**config.mk**
```make
export PLATFORM = sky130hd
export DESIGN_NAME = amc_controller
export DESIGN_NICKNAME = d
export VERILOG_FILES = /design/src/hdl/amc_pkg.sv /design/src/hdl/amc_controller.sv
export SDC_FILE = /design/constraint.sdc
export NUM_CORES = 1
export LEC_CHECK = 0
export ABC_AREA = 1
export BUFFER_PORTS_ARGS = -buffer_cell sky130_fd_sc_hd__buf_2
export CORE_ASPECT_RATIO = 0.8
export CORE_MARGIN = 4
export CORE_UTILIZATION = 56
export CTS_CLUSTER_DIAMETER = 50
export DETAILED_ROUTE_END_ITERATION = 8
export MAX_ROUTING_LAYER = met4
export PLACE_DENSITY = 0.81
export SLEW_MARGIN = 20
export SYNTH_ARGS = -nofsm -noshare
export SYNTH_HDL_FRONTEND = slang
export SYNTH_SLANG_ARGS = --single-unit
```
**constraint.sdc**
```tcl
create_clock -name aclk -period 2.2 [get_ports aclk]
set_input_delay 0.22 -clock aclk [delete_from_list [all_inputs] [get_ports aclk]]
set_output_delay 0.22 -clock aclk [all_outputs]
set_load 0.02 [all_outputs]
```
**src/hdl/amc_pkg.sv**
```systemverilog
`timescale 1ns / 1ps
// ----------------------------------------------------------------------------
// amc_pkg
// Shared constants, datapath micro-op codes and term tables.
// ----------------------------------------------------------------------------
package amc_pkg;

    localparam int FRAC_BITS_DEF    = 16;
    localparam int CORDIC_STEPS_DEF = 16;

    localparam logic signed [33:0] CORDIC_GAIN = 34'sd652032874;

    // commands
    localparam logic [2:0] CMD_IDENT  = 3'd0;
    localparam logic [2:0] CMD_SKEW   = 3'd1;
    localparam logic [2:0] CMD_SCALE  = 3'd2;
    localparam logic [2:0] CMD_TRANS  = 3'd3;
    localparam logic [2:0] CMD_ROTATE = 3'd4;
    localparam logic [2:0] CMD_MULT   = 3'd5;

    // matrix entries
    localparam logic [2:0] E_A  = 3'd0;
    localparam logic [2:0] E_B  = 3'd1;
    localparam logic [2:0] E_TX = 3'd2;
    localparam logic [2:0] E_C  = 3'd3;
    localparam logic [2:0] E_D  = 3'd4;
    localparam logic [2:0] E_TY = 3'd5;

    // second multiplier operand
    localparam logic [3:0] OB_VX   = 4'd0;
    localparam logic [3:0] OB_VY   = 4'd1;
    localparam logic [3:0] OB_TANX = 4'd2;
    localparam logic [3:0] OB_TANY = 4'd3;
    localparam logic [3:0] OB_COS  = 4'd4;
    localparam logic [3:0] OB_SIN  = 4'd5;
    localparam logic [3:0] OB_OA   = 4'd6;
    localparam logic [3:0] OB_OB   = 4'd7;
    localparam logic [3:0] OB_OTX  = 4'd8;
    localparam logic [3:0] OB_OC   = 4'd9;
    localparam logic [3:0] OB_OD   = 4'd10;
    localparam logic [3:0] OB_OTY  = 4'd11;

    // datapath micro-ops
    localparam logic [3:0] OP_NOP    = 4'd0;
    localparam logic [3:0] OP_LOAD   = 4'd1;
    localparam logic [3:0] OP_CORD   = 4'd2;
    localparam logic [3:0] OP_DIV    = 4'd3;
    localparam logic [3:0] OP_TAN    = 4'd4;
    localparam logic [3:0] OP_BASE   = 4'd5;
    localparam logic [3:0] OP_MUL    = 4'd6;
    localparam logic [3:0] OP_ADD    = 4'd7;
    localparam logic [3:0] OP_STAGE  = 4'd8;
    localparam logic [3:0] OP_IDENT  = 4'd9;
    localparam logic [3:0] OP_COMMIT = 4'd10;

    typedef struct packed {
        logic [3:0] op;
        logic [2:0] idx;       // entry, or angle select for CORD/TAN
        logic [3:0] mul_b;
        logic       base_zero;
        logic       sh30;
        logic       sub;
    } dp_cmd_t;

    typedef struct packed {
        logic cord_busy;
        logic div_busy;
    } dp_status_t;

    typedef struct packed {
        logic [1:0] nterms;
        logic       base_zero;
        logic [2:0] a0;
        logic [3:0] b0;
        logic [2:0] a1;
        logic [3:0] b1;
        logic       sh30;
        logic       sub1;
    } term_t;

    function automatic logic [31:0] atan_lut(input logic [4:0] i);
        logic [31:0] v;
        unique case (i)
            5'd0:  v = 32'h20000000;
            5'd1:  v = 32'h12E4051E;
            5'd2:  v = 32'h09FB385B;
            5'd3:  v = 32'h051111D4;
            5'd4:  v = 32'h028B0D43;
            5'd5:  v = 32'h0145D7E1;
            5'd6:  v = 32'h00A2F61E;
            5'd7:  v = 32'h00517C55;
            5'd8:  v = 32'h0028BE53;
            5'd9:  v = 32'h00145F2F;
            5'd10: v = 32'h000A2F98;
            5'd11: v = 32'h000517CC;
            5'd12: v = 32'h00028BE6;
            5'd13: v = 32'h000145F3;
            5'd14: v = 32'h0000A2FA;
            5'd15: v = 32'h0000517D;
            5'd16: v = 32'h000028BE;
            5'd17: v = 32'h0000145F;
            5'd18: v = 32'h00000A30;
            5'd19: v = 32'h00000518;
            5'd20: v = 32'h0000028C;
            5'd21: v = 32'h00000146;
            5'd22: v = 32'h000000A3;
            5'd23: v = 32'h00000051;
            default: v = 32'h0;
        endcase
        return v;
    endfunction

    // Terms that make up one new entry for a command.
    function automatic term_t amc_term(input logic [2:0] cmd, input logic [2:0] entry);
        term_t t;
        logic [2:0] lo;
        logic [2:0] hi;
        logic col0;
        logic col1;
        logic col2;
        lo   = (entry < E_C) ? E_A : E_C;
        hi   = (entry < E_C) ? E_B : E_D;
        col0 = (entry == E_A)  || (entry == E_C);
        col1 = (entry == E_B)  || (entry == E_D);
        col2 = (entry == E_TX) || (entry == E_TY);
        t    = '0;
        unique case (cmd)
            CMD_SKEW: begin
                if (col0) begin
                    t.nterms = 2'd1; t.a0 = hi; t.b0 = OB_TANY;
                end else if (col1) begin
                    t.nterms = 2'd1; t.a0 = lo; t.b0 = OB_TANX;
                end
            end
            CMD_SCALE: begin
                if (col0) begin
                    t.base_zero = 1'b1; t.nterms = 2'd1; t.a0 = lo; t.b0 = OB_VX;
                end else if (col1) begin
                    t.base_zero = 1'b1; t.nterms = 2'd1; t.a0 = hi; t.b0 = OB_VY;
                end
            end
            CMD_TRANS: begin
                if (col2) begin
                    t.nterms = 2'd2;
                    t.a0 = lo; t.b0 = OB_VX; t.a1 = hi; t.b1 = OB_VY;
                end
            end
            CMD_ROTATE: begin
                t.sh30 = 1'b1;
                if (col0) begin
                    t.base_zero = 1'b1; t.nterms = 2'd2;
                    t.a0 = lo; t.b0 = OB_COS; t.a1 = hi; t.b1 = OB_SIN;
                end else if (col1) begin
                    t.base_zero = 1'b1; t.nterms = 2'd2; t.sub1 = 1'b1;
                    t.a0 = hi; t.b0 = OB_COS; t.a1 = lo; t.b1 = OB_SIN;
                end
            end
            CMD_MULT: begin
                t.nterms = 2'd2;
                t.a0 = lo;
                t.a1 = hi;
                if (col0) begin
                    t.base_zero = 1'b1; t.b0 = OB_OA; t.b1 = OB_OC;
                end else if (col1) begin
                    t.base_zero = 1'b1; t.b0 = OB_OB; t.b1 = OB_OD;
                end else begin
                    t.b0 = OB_OTX; t.b1 = OB_OTY;
                end
            end
            default: t = '0;
        endcase
        return t;
    endfunction

endpackage

```
**src/hdl/amc_controller.sv**
```systemverilog
`timescale 1ns / 1ps
// ----------------------------------------------------------------------------
// amc_controller
// Command sequencer: issues datapath micro-ops, owns both handshakes.
// ----------------------------------------------------------------------------
module amc_controller
    import amc_pkg::*;
(
    input  logic       aclk,
    input  logic       aresetn,
    input  logic       s_valid,
    output logic       s_ready,
    input  logic [2:0] s_cmd,
    output logic       m_valid,
    input  logic       m_ready,
    output dp_cmd_t    dp_cmd,
    input  dp_status_t dp_status
);

    localparam logic [3:0] ST_IDLE   = 4'd0;
    localparam logic [3:0] ST_CORD   = 4'd1;
    localparam logic [3:0] ST_CWAIT  = 4'd2;
    localparam logic [3:0] ST_DIV    = 4'd3;
    localparam logic [3:0] ST_DWAIT  = 4'd4;
    localparam logic [3:0] ST_TAN    = 4'd5;
    localparam logic [3:0] ST_BASE   = 4'd6;
    localparam logic [3:0] ST_MUL    = 4'd7;
    localparam logic [3:0] ST_ADD    = 4'd8;
    localparam logic [3:0] ST_STAGE  = 4'd9;
    localparam logic [3:0] ST_IDENT  = 4'd10;
    localparam logic [3:0] ST_COMMIT = 4'd11;

    logic [3:0] state_reg, state_next;
    logic [2:0] cmd_reg, cmd_next;
    logic [2:0] entry_reg, entry_next;
    logic       asel_reg, asel_next;
    logic       term_reg, term_next;
    logic       mvalid_reg, mvalid_next;
    term_t      term_w;

    assign term_w  = amc_term(cmd_reg, entry_reg);
    assign m_valid = mvalid_reg;

    always_comb begin
        state_next  = state_reg;
        cmd_next    = cmd_reg;
        entry_next  = entry_reg;
        asel_next   = asel_reg;
        term_next   = term_reg;
        mvalid_next = mvalid_reg && !m_ready;
        s_ready     = 1'b0;
        dp_cmd      = '0;

        unique case (state_reg)
            ST_IDLE: begin
                s_ready = 1'b1;
                if (s_valid) begin
                    dp_cmd.op  = OP_LOAD;
                    cmd_next   = s_cmd;
                    entry_next = E_A;
                    asel_next  = 1'b0;
                    unique case (s_cmd)
                        CMD_IDENT:                      state_next = ST_IDENT;
                        CMD_SKEW, CMD_ROTATE:           state_next = ST_CORD;
                        CMD_SCALE, CMD_TRANS, CMD_MULT: state_next = ST_BASE;
                        default:                        state_next = ST_COMMIT;
                    endcase
                end
            end
            ST_CORD: begin
                dp_cmd.op  = OP_CORD;
                dp_cmd.idx = {2'b00, asel_reg};
                state_next = ST_CWAIT;
            end
            ST_CWAIT: begin
                if (!dp_status.cord_busy) begin
                    state_next = (cmd_reg == CMD_ROTATE) ? ST_BASE : ST_DIV;
                end
            end
            ST_DIV: begin
                dp_cmd.op  = OP_DIV;
                state_next = ST_DWAIT;
            end
            ST_DWAIT: begin
                if (!dp_status.div_busy) begin
                    state_next = ST_TAN;
                end
            end
            ST_TAN: begin
                dp_cmd.op  = OP_TAN;
                dp_cmd.idx = {2'b00, asel_reg};
                if (!asel_reg) begin
                    asel_next  = 1'b1;
                    state_next = ST_CORD;
                end else begin
                    state_next = ST_BASE;
                end
            end
            ST_BASE: begin
                dp_cmd.op        = OP_BASE;
                dp_cmd.idx       = entry_reg;
                dp_cmd.base_zero = term_w.base_zero;
                term_next        = 1'b0;
                state_next       = (term_w.nterms == 2'd0) ? ST_STAGE : ST_MUL;
            end
            ST_MUL: begin
                dp_cmd.op    = OP_MUL;
                dp_cmd.idx   = term_reg ? term_w.a1 : term_w.a0;
                dp_cmd.mul_b = term_reg ? term_w.b1 : term_w.b0;
                state_next   = ST_ADD;
            end
            ST_ADD: begin
                dp_cmd.op   = OP_ADD;
                dp_cmd.sh30 = term_w.sh30;
                dp_cmd.sub  = term_reg & term_w.sub1;
                if (!term_reg && (term_w.nterms == 2'd2)) begin
                    term_next  = 1'b1;
                    state_next = ST_MUL;
                end else begin
                    state_next = ST_STAGE;
                end
            end
            ST_STAGE: begin
                dp_cmd.op  = OP_STAGE;
                dp_cmd.idx = entry_reg;
                if (entry_reg == E_TY) begin
                    state_next = ST_COMMIT;
                end else begin
                    entry_next = entry_reg + 3'd1;
                    state_next = ST_BASE;
                end
            end
            ST_IDENT: begin
                dp_cmd.op  = OP_IDENT;
                state_next = ST_COMMIT;
            end
            ST_COMMIT: begin
                // hold until the previous result beat is gone
                if (!mvalid_reg || m_ready) begin
                    dp_cmd.op   = OP_COMMIT;
                    mvalid_next = 1'b1;
                    state_next  = ST_IDLE;
                end
            end
            default: begin
                state_next = ST_IDLE;
            end
        endcase
    end

    always_ff @(posedge aclk) begin
        if (!aresetn) begin
            state_reg  <= ST_IDLE;
            mvalid_reg <= 1'b0;
            cmd_reg    <= CMD_IDENT;
            entry_reg  <= E_A;
            asel_reg   <= 1'b0;
            term_reg   <= 1'b0;
        end else begin
            state_reg  <= state_next;
            mvalid_reg <= mvalid_next;
            cmd_reg    <= cmd_next;
            entry_reg  <= entry_next;
            asel_reg   <= asel_next;
            term_reg   <= term_next;
        end
    end

endmodule

```
Word-level counts from Yosys, hierarchy flattened
Index checks and enable logic that the tools add are counted.

cells by class
  multiplexer cells = 54
  eq/ne operators = 33
  add/subtract/negate cells = 1
  $mul = 0
  div/mod/pow operators = 0
  shifts and indexed selects = 0
  reduce and logical (&&, ||, !) cells = 25
  magnitude comparators = 1
  bitwise operators = 1

operators with widths
  cell                                                 number
  2-to-1 mux 4 bit                                     12
  case mux 4 bit (12 select lines)                     1
  case mux 4 bit (10 select lines)                     1
  case mux 7 bit (5 select lines)                      1
  2-to-1 mux 17 bit                                    2
  case mux 7 bit (3 select lines)                      1
  equality test 3 x 2 -> 1 bit, second input constant  6
  equality test 3 bit, second input constant           6
  2-to-1 mux 3 bit                                     6
  equality test 4 x 3 -> 1 bit, second input constant  4
  equality test 4 bit, second input constant           4
  2-to-1 mux 1 bit                                     13
  2-to-1 mux 13 bit                                    1
  != test 2 bit, second input constant                 6
  case mux 4 bit (3 select lines)                      1
  2-to-1 mux 10 bit                                    1
  2-to-1 mux 2 bit                                     5
  case mux 2 bit (5 select lines)                      1
  equality test 3 x 1 -> 1 bit, second input constant  3
  2-to-1 mux 9 bit                                     1
  case mux 3 bit (3 select lines)                      1
  equality test 4 x 2 -> 1 bit, second input constant  2
  2-to-1 mux 7 bit                                     1
  logical NOT 3 bit                                    2
  other kinds (20)                                     33

storage, ports and cells
  word-level logic and storage cells = 121
  ROM bits = 0
  output and inout port bits = 16
  bits of input ports = 9
  latch bits = 0
  bits in writable memories = 0
  register bits = 13
  memories kept = 0

Longest topological paths before layout
Gate-level depths: netlist (run 1).

  depth after elaboration = 9
  depth in mapped cells = 14
  gate-level depth less buffers = 14

Worst setup path after synthesis (run 1)
Ideal clock, no wire load.

  path type = reg2out
  start = reg entry_reg[0]
  end = out dp_cmd[0] (netlist name)
  path slack = 0.204 ns
  data required time = 1.980 ns
  data arrival time = 1.776 ns
  stages on the path, launching flop included = 7
  path buffers = 0
  cells stage by stage = dfxtp_1 -> ha_1 -> ha_1 -> o21bai_2 -> nor2_2 -> inv_2 -> nor4_1

RTL lines
  what                      line                   text
  start: declaration        amc_controller.sv:35   logic [2:0] entry_reg, entry_next;
  start signal: assignment  amc_controller.sv:163  entry_reg <= entry_next;
  end: declaration          amc_controller.sv:16   output dp_cmd_t dp_cmd,

==> impl_results.md, run 1 <==
- Initial antenna violation count: 0
- Type of origin of the critical path: flip-flop
- Met2 WL: 1710 µm
- H-tree depth: 1
- Lkg Pwr: 0.849 nW
- Deepest clock path buffer count: 2
- DR top layer: met4
- Congestion Overflow GR: 0
- Max reg flops: 4
- CTS root buf: clkbuf_4
- Mapped Nets: 249
- Final min period: 2.24 ns
- Clk sinks: 13
- Die span in x: 64.4 µm
- R2R Path End: state_reg[3]
- Relative slew slack: 0.672
- DR vias/cell: approximately 5.4
- Final Hold Viols: 0
- RSZ-0062 raised after global routing: true
- Cell area after synthesis: about 0.0014 mm²
- YS warnings: 0
- Clock power frac: 0.069
- Num ports: 25
- WHS: a little over 0.2 ns
- Die Y: 53.1 µm
- Area growth, synth to finish: 24.2%
- HPWL Detailed: 2920 µm
- Combinational Power Share: 0.742
- End of the critical path: dp_cmd[3]
- Routed len/inst: 12.6 µm
- Die area: 0.00342 mm²
- RD Place Congestion: 0.964
- Clock transition at the registers of the reported paths: 0.09 ns
- Worst r2r src: cmd_reg[1]
- ANT cells: 0
- Crit Path Max Fanout: 5
- Crit Path Category: reg -> out
- Post-Route Skew: 0.00267 ns
- PwrDens: 1290 mW/mm²
- Asr flop ratio synth: 0
- Num CTS Buffers: 3
- Gr usage total: 0.239
- Flop pwr share: 0.189
- Hold Buf Count CTS: 0
- Layout cell share with drive strength beyond 1: 0.342
- Number of global-route vias before repair: 1,403
- CTS tree: built
- Sw Share: 0.562
- Drt total wl: 3850 µm
- Fmax: 0.447 GHz
- Largest net degree at the start of global routing: 11
- Met3 WL: about 230 µm
- Core ar.: 0.00244 mm²
- Critical Path End Type: output pin
- WP data required: between 1.5 and 2 ns
- Total power: around 0.0023 W
- Cells after Synth: about 230
- EDFF count, synth: 0
- Final setup vio count: 2
- Vias after detailed routing: between 1,500 and 2,000
- Routed met1 length: 1870 µm
- Status: finished, violations left
- Synth unique cells: 32
- Starting density of the core: 0.584
- IO Port Bufs: 24
- Post-route ant nets: 0
- DRT Pass-1 Iters: 4
- Cell Rows: 16
- P_sw: 0.00129 W
- DRC errors left: 0
- Reg2reg setup slack: 0.57 ns
- Critical Path Start: entry_reg[0]
- Initial DRC count: 97
- Final worst-path cycle share: 1.02
- Worst Reg-to-Reg Cells: 8
- Worst hold path class: in -> reg
- Top_reg_cell synth: dfxtp_1
- Pint: approximately 0.001 W
- Avg Cell Area, Syn: 6.10 µm²
- WP data arrival: 2.02 ns
- Max_cap viols: 0
- Setup TNS: -0.0466 ns
- Tightest Pin Transition: around 0.5 ns
- VDD IR max: 0.000865 V
- First-pass GRT wire length: approximately 6200 µm
- Register area share after synthesis: 0.182
- PnR worst setup slack: -0.0384 ns
- Clk_lat worst skew: 0.28 ns
- Final slew viol count: 0
- Final net count: 285
- Seq cells post-synth: 13
- Failing checks: setup timing
power groups by stage:
stage               registers (W)  logic (W)  clock network (W)
floorplan                0.000412    0.00114                  0
global placement         0.000416    0.00145                  0
detailed placement       0.000421    0.00145                  0
CTS                      0.000421    0.00158           0.000157
global route             0.000446    0.00187           0.000171
finish                   0.000434    0.00170           0.000157
area by class of cell:
cell class,count,area [µm²]
Timing Repair Buffer,31,181
Tap cell,36,45.0
Multi-Input combinational cell,183,1100
Inverter,38,154
Sequential cell,13,268
Fill cell,225,671
Clock buffer,4,26.3
what timing repair did:
| action | 4_1_cts | 5_1_grt |
|---|---|---|
| resized for setup | 16 | 13 |
| setup endpoints to repair | 5 | 5 |
| buffers inserted | 3 | 3 |
| endpoints found under the hold margin | 0 | 0 |
| pin swaps | 2 | 9 |
worst max-delay path: stages (launching register included):
cell and delay [ns]:
dfxtp_4 0.38, inv_4 0.09, ha_4 0.15, inv_4 0.04
o21bai_4 0.15, nor2_4 0.07, buf_4 0.13, buf_4 0.12
o21ai_2 0.11, a21oi_1 0.07, a211oi_1 0.20, buf_2 0.21
worst min-delay path by stage:
stage / cells past startpoint / slack, ns / endpoint / startpoint
detailed placement: 2 / 0.49 / asel_reg / asel_reg
global placement: 2 / 0.49 / asel_reg / asel_reg
floorplan: 2 / 0.36 / cmd_reg[0] / aresetn
finish: 3 / 0.20 / cmd_reg[0] / aresetn
global route: 3 / 0.23 / cmd_reg[1] / aresetn
CTS: 3 / 0.20 / cmd_reg[0] / aresetn
per-stage QoR:
stage / setup slack (ns) / std cells / utilization / cell area (µm²)
3_5_place_dp: 0.108 / 295 / 0.655 / 1600
5_1_grt: -0.167 / 305 / 0.725 / 1770
2_1_floorplan: 0.204 / 234 / - / 1430
4_1_cts: -0.0235 / 302 / 0.695 / 1700
3_3_place_gp: 0.182 / 295 / 0.655 / 1600
6_report: -0.0384 / 305 / 0.725 / 1770
routing by layer:
layer	vias up	global-route usage
met5	-	-
met4	0	0.0526
met3	7	0.0276
met2	52	0.380
met1	757	0.327
li1	844	-
placed cells by master, fill, tap and decap left out, types with 2 or more instances in the layout:
cell type,Yosys,final
a211oi_1,5,5
a21oi_1,18,18
a22oi_1,2,2
buf_2,0,22
buf_4,0,8
clkbuf_4,0,3
clkinv_1,2,2
dfxtp_1,13,11
dfxtp_4,0,2
ha_1,6,2
ha_4,0,3
inv_1,22,20
inv_2,13,12
inv_4,0,2
nand2_1,52,51
nand2_2,11,12
nand2_4,4,4
nand3_1,14,14
nand3_2,2,2
nand4_1,3,3
nor2_1,21,21
nor2_2,8,6
nor2_4,2,4
o211ai_1,4,4
o21ai_0,15,13
o21ai_1,4,4
o21ai_2,0,2
o21bai_1,2,2
logic make-up after synthesis:
group,share of synthesized area
adders and majority gates,0.0526
and+or+nand+nor,0.433
DFF,0.182
buffers and inverters,0.101
AOI/OAI and AO/OA,0.231
Yosys cell counts (2+ instances only):
master,count,area (µm²)
nor2_2,8,50.1
o21ai_0,15,75.1
inv_1,22,82.6
o21bai_1,2,15.0
a21oi_1,18,90.1
o211ai_1,4,30.0
a211oi_1,5,37.5
a22oi_1,2,15.0
ha_1,6,75.1
nand4_1,3,18.8
nand2_1,52,195
inv_2,13,48.8
nor2_1,21,78.8
nand2_2,11,68.8
nand3_2,2,20.0
dfxtp_1,13,260
clkinv_1,2,7.51
nand3_1,14,70.1
o21ai_1,4,20.0
nor2_4,2,22.5
nand2_4,4,45.0
Note: power is estimated with default switching activity, not from simulation.
==> inputs of run 2 (changes only) <==
Settings changed: TNS_END_PERCENT from default to 20.
==> run 2 against run 1 <==
Net effect:
- the run still ends with setup timing left
- final area shrank 2.3%
- cell count shrank 0.98%
- count of clock-buffer cells in the layout is the same
- first-iteration DRC count grew 22%
- sequential share of layout area grew 0.36 points
- routed wire length shrank 1.8%
- critical endpoint is now dp_cmd[8]
- combinational power shrank 5%
==> impl_results.md, run 2 (synthesis results as in run 1) <==
- Die span in x: 64.4 µm (unchanged)
- Most frequent cells in the layout: nand2_1 (52), buf_2 (22), nor2_1 (21), inv_1 (21), a21oi_1 (18)
- Tightest Pin Transition: 0.478 ns (-0.0117 ns)
- Crit Path Category: reg -> out
- Number of global-route vias before repair: 1,408 (+0.36%)
- Deepest clock path buffer count: 2 (unchanged)
- Largest net degree at the start of global routing: 11 (unchanged)
- Relative slew slack: 0.680 (+0.00786)
- WP data required: 1.98 ns (about the same)
- Initial antenna violation count: 0 (unchanged)
- Core ar.: 0.00244 mm² (unchanged)
- DR vias/cell: 5.35 (-1.7%)
- First-pass GRT wire length: 6200 µm (-0.55%)
- Filler instances: 227 (+0.89%)
- Critical path's largest stage delay: 0.39 ns (about the same)
- Lkg Pwr: 0.830 nW (-2.2%)
- Final worst-path cycle share: 1.01 (-0.00975)
- Max_cap viols: 0 (unchanged)
- Worst path slowest cell: dfxtp_4
- Placed insts: 295 (unchanged)
- Drt total wl: 3780 µm (-1.8%)
- Final slew viol count: 0 (unchanged)
- PwrDens: 1270 mW/mm² (-1.5%)
- WP data arrival: 2.00 ns (-0.02 ns)
- Post-Route Skew: 0.00396 ns (+0.00129 ns)
- Final net count: 282 (-1.1%)
- H-tree depth: 1 (unchanged)
- Crit Path Max Fanout: 5 (unchanged)
- Layout cell share with drive strength beyond 1: 0.323 (-0.0187)
- Fmax: 0.451 GHz (+0.97%)
- Commonest non-fill, non-tap cell in the layout: nand2_1
- Congestion Overflow GR: 0 (unchanged)
- Starting density of the core: 0.584 (unchanged)
- Final Instance Count excl. Fillers: 302 (-0.98%)
- HPWL Detailed: 2920 µm (unchanged)
- RSZ-0062 raised after global routing: true
- IO Port Bufs: 24 (unchanged)
- PnR worst setup slack: -0.0169 ns (+0.0214 ns)
- Critical Path End Type: output pin
- Total power: 0.00220 W (-3.8%)
- Num CTS Buffers: 3 (unchanged)
- Status: finished, violations left
- CTS tree: built
- DRC errors left: 0 (unchanged)
- Top cell by count, worst path: nand2_1
- Final setup vio count: 2 (unchanged)
- Vias after detailed routing: 1,616 (-2.7%)
- Die Y: 53.1 µm (unchanged)
- Routed len/inst: 12.5 µm (-0.87%)
- Die area: 0.00342 mm² (unchanged)
- DRT Pass-1 Iters: 4 (unchanged)
- Clock transition at the registers of the reported paths: 0.09 ns (about the same)
- ANT cells: 0 (unchanged)
- Area growth, synth to finish: 21.3%
- Cell Rows: 16 (unchanged)
- Clk sinks: 13 (unchanged)
- Gr usage total: 0.237 (-0.00188)
- Final Hold Viols: 0 (unchanged)
- Type of origin of the critical path: flip-flop
- Max reg flops: 4 (unchanged)
- VDD IR max: 0.000851 V (-1.7%)
- Failing checks: setup timing
- Post-route ant nets: 0 (unchanged)
- Num ports: 25 (unchanged)
- WHS: 0.205 ns (+0.00345 ns)
- Initial DRC count: 118 (+22%)
- CTS root buf: clkbuf_4
- CP Cell Sequence: ha_4 > ha_4 > o21bai_4 > nor2_4 > inv_2 > nor2_4 > nand2_1 > nand3_1 > nand2_1 > nand2_1 > nand2_1 > nand2_1 > buf_6
- Clk_lat worst skew: 0.28 ns (about the same)
- RD Place Congestion: 0.964 (unchanged)
- Worst hold path class: in -> reg
- Final min period: 2.22 ns (-0.0214 ns)
- Setup TNS: -0.0248 ns (+0.0218 ns)
## run 2: changes by cell type in the layout (fill, tap and decap cells not counted)
cell / before / now
a21oi_2: 0 / 1
a21oi_4: 1 / 0
buf_4: 8 / 5
inv_1: 20 / 21
inv_6: 1 / 0
nand2_1: 51 / 52
nand2_2: 12 / 11
o21ai_0: 13 / 14
o21ai_2: 2 / 1
## run 2: final cells by class
cell class / count / area, µm² / share of cell area
sequential: 13 / 268 / 0.155
clock buffer: 4 / 26.3 / 0.0152
tap: 36 / 45.0 / 0.0260
inverter: 38 / 149 / 0.0860
multi-input combinational: 183 / 1080 / 0.626
timing repair buffer: 28 / 159 / 0.0918
## run 2: layer usage
metal | wire, µm | part of all wire | up-vias | global-route usage
met5 | 0 | 0 | - | -
met4 | 34 | 0.0090 | 0 | 0.0526
met3 | 278 | 0.074 | 7 | 0.0276
met2 | 1670 | 0.44 | 57 | 0.382
met1 | 1800 | 0.48 | 716 | 0.321
li1 | - | - | 836 | -
## run 2: timing repair
| item | 4_1_cts | 5_1_grt |
|---|---|---|
| hold buffers | 0 | 0 |
| endpoints found under the setup margin | 5 | 5 |
| endpoints found under the hold margin | 0 | 0 |
| resized for setup | 13 | 9 |
| buffers inserted | 3 | 0 |
| cloned | 0 | 0 |
| pin swaps | 1 | 7 |
## run 2: through the flow
stage | worst slack, ns | cell area, µm² | utilization
after global placement | 0.182 | 1600 | 0.655
after floorplan | 0.204 | 1430 | -
after global routing | -0.169 | 1730 | 0.709
after CTS | -0.0370 | 1690 | 0.692
after detailed placement | 0.108 | 1600 | 0.655
final | -0.0169 | 1730 | 0.709
## run 2: final timing paths
check        slack, ns  cells past startpoint            to          from
max              -0.02                     13     dp_cmd[8]  entry_reg[1]
min               0.21                      3    cmd_reg[0]       aresetn
max reg2reg       0.59                      8  state_reg[3]    cmd_reg[1]
min reg2reg       0.51                      2       m_valid       m_valid
## run 2: worst max-delay path: cells and delay by family, from the launching register on
family,cells,cell delay (ns)
fa+ha+maj,2,0.31
compound gates,1,0.18
simple gates,8,0.65
flops,1,0.39
buf+inv,2,0.18
## run 2: power by group
| part | total [W] | internal [W] | switching (W) |
|---|---|---|---|
| clock network | 0.000156 | 0.0000705 | 0.0000856 |
| logic | 0.00162 | 0.000563 | 0.00105 |
| registers | 0.000433 | 0.000322 | 0.000111 |
==> inputs of run 3 (changes only) <==
Settings changed: ABC_AREA 1 to 0, CORE_UTILIZATION 56 to 57, CTS_CLUSTER_DIAMETER 50 to 60.
==> run 3 against run 2 <==
Net effect:
- critical path depth fell by 5
- routed wire length rose by 31%
- synthesized cell count fell by 5.1%
- largest cell class unchanged
- clock skew fell by 0.00080 ns
- highest routed layer unchanged
- combinational power fell by 19%
- the flow still finishes with violations (setup timing)
- total power fell by 15%
- area after synthesis rose by 13%
- core utilization rose by 7.3 points
- sequential share of layout area fell by 2.1 points
- critical path type unchanged
==> impl_results.md, run 3 <==
- R2R Path End: state_reg[1]
- Routed len/inst: 16.9 µm (+35%)
- Seq cells post-synth: 13 (unchanged)
- Num CTS Buffers: 3 (unchanged)
- Avg Cell Area, Syn: 7.24 µm² (+19%)
- Gr usage total: 0.285 (+0.0477)
- Tightest Pin Transition: 0.574 ns (+0.0960 ns)
- Lkg Pwr: 0.811 nW (-2.3%)
- Clock transition at the registers of the reported paths: 0.09 ns (about the same)
- Pre-CTS setup slack: 0.0543 ns (-0.0541 ns)
- Starting density of the core: 0.627 (+0.0429)
- Crit Path Max Fanout: 9 (+4)
- H-tree depth: 1 (unchanged)
- Final min period: 2.34 ns (+0.125 ns)
- Cells after Synth: 222 (-5.1%)
- Clk_lat worst skew: 0.30 ns (+0.02 ns)
- Pint: 0.000915 W (-4.3%)
- VDD IR max: 0.00101 V (+19%)
- Final Cell Area: 0.00200 mm² (+16%)
- Final slew viol count: 0 (unchanged)
- Count leader, synth: nor2_1
- Status: finished, violations left
- EDFF count, synth: 0 (unchanged)
- Final setup vio count: 4 (+2)
- Most frequent cells in the layout: nor2_1 (27), buf_4 (26), a21oi_1 (19), buf_2 (19), nand2_1 (13)
- Fin util: 0.781 (+0.0727)
- Flop pwr share: 0.208 (+0.012)
- Adder-cell share of the synthesized area: 0.0467 (-0.00590)
- DR vias/cell: 6.37 (+19%)
- HPWL Detailed: 3680 µm (+26%)
- Max_cap viols: 0 (unchanged)
- Synth unique cells: 66 (+110%)
- Critical Path End Type: output pin
- Hold path depth: 3 (unchanged)
- Relative slew slack: 0.617 (-0.0633)
- Reg2reg setup slack: 0.23 ns (-0.36 ns)
- Crit Path Category: reg -> out
- P_sw: 0.000964 W (-23%)
- Max reg flops: 4 (unchanged)
- Top post-synthesis cells by area: dfxtp_1 (16%), a21oi_1 (6.5%), nor2_1 (6.3%)
- Worst hold path class: in -> reg
- Commonest non-fill, non-tap cell in the layout: nor2_1
- Layout cell share with drive strength beyond 1: 0.340 (+0.0165)
- Placed Area: 0.00186 mm² (+16%)
- WP data required: 1.98 ns (about the same)
- Top_reg_cell synth: dfxtp_1
- Register area share after synthesis: 0.162 (-0.0205)
- Failing checks: setup timing
- Final Hold Viols: 0 (unchanged)
- Post-synthesis compound-gate area fraction: 0.369 (+0.138)
- Num ports: 25 (unchanged)
- WP data arrival: 2.12 ns (+0.12 ns)
- Synth top area share: 0.162 (-0.0205)
- Synth Area in Simple Gates: 0.287 (-0.146)
- Die area: 0.00374 mm² (+9.2%)
- Top cell type by total area after synthesis: dfxtp_1
- Cell Rows: 16 (unchanged)
- Worst Reg-to-Reg Cells: 6 (-2)
- Clock power frac: 0.089 (+0.018)
- Final worst-path cycle share: 1.06 (+0.0568)
- Top post-synthesis cells by count: nor2_1 (27), a21oi_1 (21), dfxtp_1 (13), nand2_1 (13), o21ai_0 (13)
- Area growth, synth to finish: 24.6%
- Final net count: 272 (-3.5%)
- Number of global-route vias before repair: 1,661 (+18%)
- Core ar.: 0.00256 mm² (+4.9%)
- Mapped Nets: 237 (-4.8%)
- Type of origin of the critical path: flip-flop
- YS warnings: 0 (unchanged)
- PwrDens: 938 mW/mm² (-26%)
- Combinational Power Share: 0.704 (-0.029)
- Initial antenna violation count: 0 (unchanged)
- Clk sinks: 13 (unchanged)
- CTS root buf: clkbuf_4
- Die span in x: 67.4 µm (+4.5%)
- RD Place Congestion: 0.995 (+3.1%)
- Asr flop ratio synth: 0 (unchanged)
- First-pass GRT wire length: 8020 µm (+29%)
- DRT Pass-1 Iters: 5 (+1)
- Fmax: 0.427 GHz (-5.3%)
- Worst hold path startpoint: s_cmd[0]
- Post-route ant nets: 0 (unchanged)
- Total power: 0.00188 W (-15%)
- Die Y: 55.5 µm (+4.4%)
- Post-Route Skew: 0.00316 ns (-0.000798 ns)
- DRC errors left: 0 (unchanged)
- Largest family of logic cells by synthesized area: compound AO/OA/AOI/OAI gates
- ANT cells: 0 (unchanged)
- Largest net degree at the start of global routing: 18 (+7)
- Final Instance Count excl. Fillers: 292 (-3.3%)
- Post-Synth XOR/XNOR Area: 0.0164 (+0.0164)
- Drt total wl: 4940 µm (+31%)
- Vias after detailed routing: 1,860 (+15%)
- Placed insts: 286 (-3.1%)
- CTS tree: built
- RSZ-0062 raised after global routing: true
- Initial DRC count: 254 (+120%)
- Hold Crit Endpoint: cmd_reg[0]
- Sw Share: 0.513 (-0.0535)
- Cell area after synthesis: 0.00161 mm² (+13%)
- Congestion Overflow GR: 0 (unchanged)
- Deepest clock path buffer count: 2 (unchanged)
- IO Port Bufs: 24 (unchanged)
- Worst r2r src: entry_reg[0]
- Proportion of synthesized area in mux cells: 0.0350 (+0.0350)
- PnR worst setup slack: -0.142 ns (-0.125 ns)
## run 3: worst max-delay path by stage
stage / slack, ns / startpoint / end / cells past startpoint
2_1_floorplan: -0.06 / entry_reg[0] / dp_cmd[3] / 8
3_3_place_gp: 0.08 / entry_reg[0] / dp_cmd[7] / 8
3_5_place_dp: 0.05 / entry_reg[0] / dp_cmd[3] / 8
4_1_cts: -0.11 / entry_reg[0] / dp_cmd[3] / 8
5_1_grt: -0.22 / entry_reg[0] / dp_cmd[7] / 9
6_report: -0.14 / entry_reg[0] / dp_cmd[3] / 8
## run 3: timing repair
action	CTS	global route
pin swaps	6	3
resized for setup	20	11
buffers inserted	2	0
hold buffers	0	0
setup endpoints to repair	7	8
## run 3: layout make-up
cell class / count / area (µm²)
Clock buffer: 3 / 22.5
Clock inverter: 1 / 5.00
Fill cell: 217 / 561
Inverter: 11 / 41.3
Multi-Input combinational cell: 182 / 1320
Sequential cell: 13 / 268
Tap cell: 36 / 45.0
Timing Repair Buffer: 46 / 302
## run 3: per-layer routing
metal | up-vias | part of all wire | routed length [µm] | GRT usage
met5 | - | 0 | 0 | -
met4 | 0 | 0.015 | 72 | 0.0751
met2 | 96 | 0.44 | 2180 | 0.398
met1 | 854 | 0.46 | 2260 | 0.395
met3 | 10 | 0.087 | 432 | 0.0832
li1 | 900 | - | - | -
## run 3: power groups by stage
stage / Combinational [W] / Sequential, W / Clock, W
6_report: 0.00132 / 0.000390 / 0.000167
5_1_grt: 0.00143 / 0.000398 / 0.000186
4_1_cts: 0.00127 / 0.000375 / 0.000172
3_5_place_dp: 0.00124 / 0.000378 / 0
3_3_place_gp: 0.00124 / 0.000375 / 0
2_1_floorplan: 0.000970 / 0.000319 / 0
## run 3: critical path: stages, from the launching register on
cell and delay, ns:
dfxtp_2 0.35, buf_4 0.17, ha_2 0.20, ha_4 0.18
a21o_1 0.20, a22o_1 0.25, a31oi_1 0.20, o31ai_2 0.08
buf_4 0.18
## run 3: cells by family (layout without fill, tap and decap cells)
family	after synthesis	count (layout)
buf+inv	27	61
flops	13	13
xor+xnor	3	3
simple gates	85	85
compound gates	83	83
mux	5	5
fa+ha+maj	6	6
## run 3: stage by stage
stage	TNS (ns)	hold slack [ns]
6_report	-0.382	0.191
5_1_grt	-0.858	0.178
4_1_cts	-0.458	0.182
3_5_place_dp	0	0.502
3_3_place_gp	0	0.494
2_1_floorplan	-0.0662	0.351
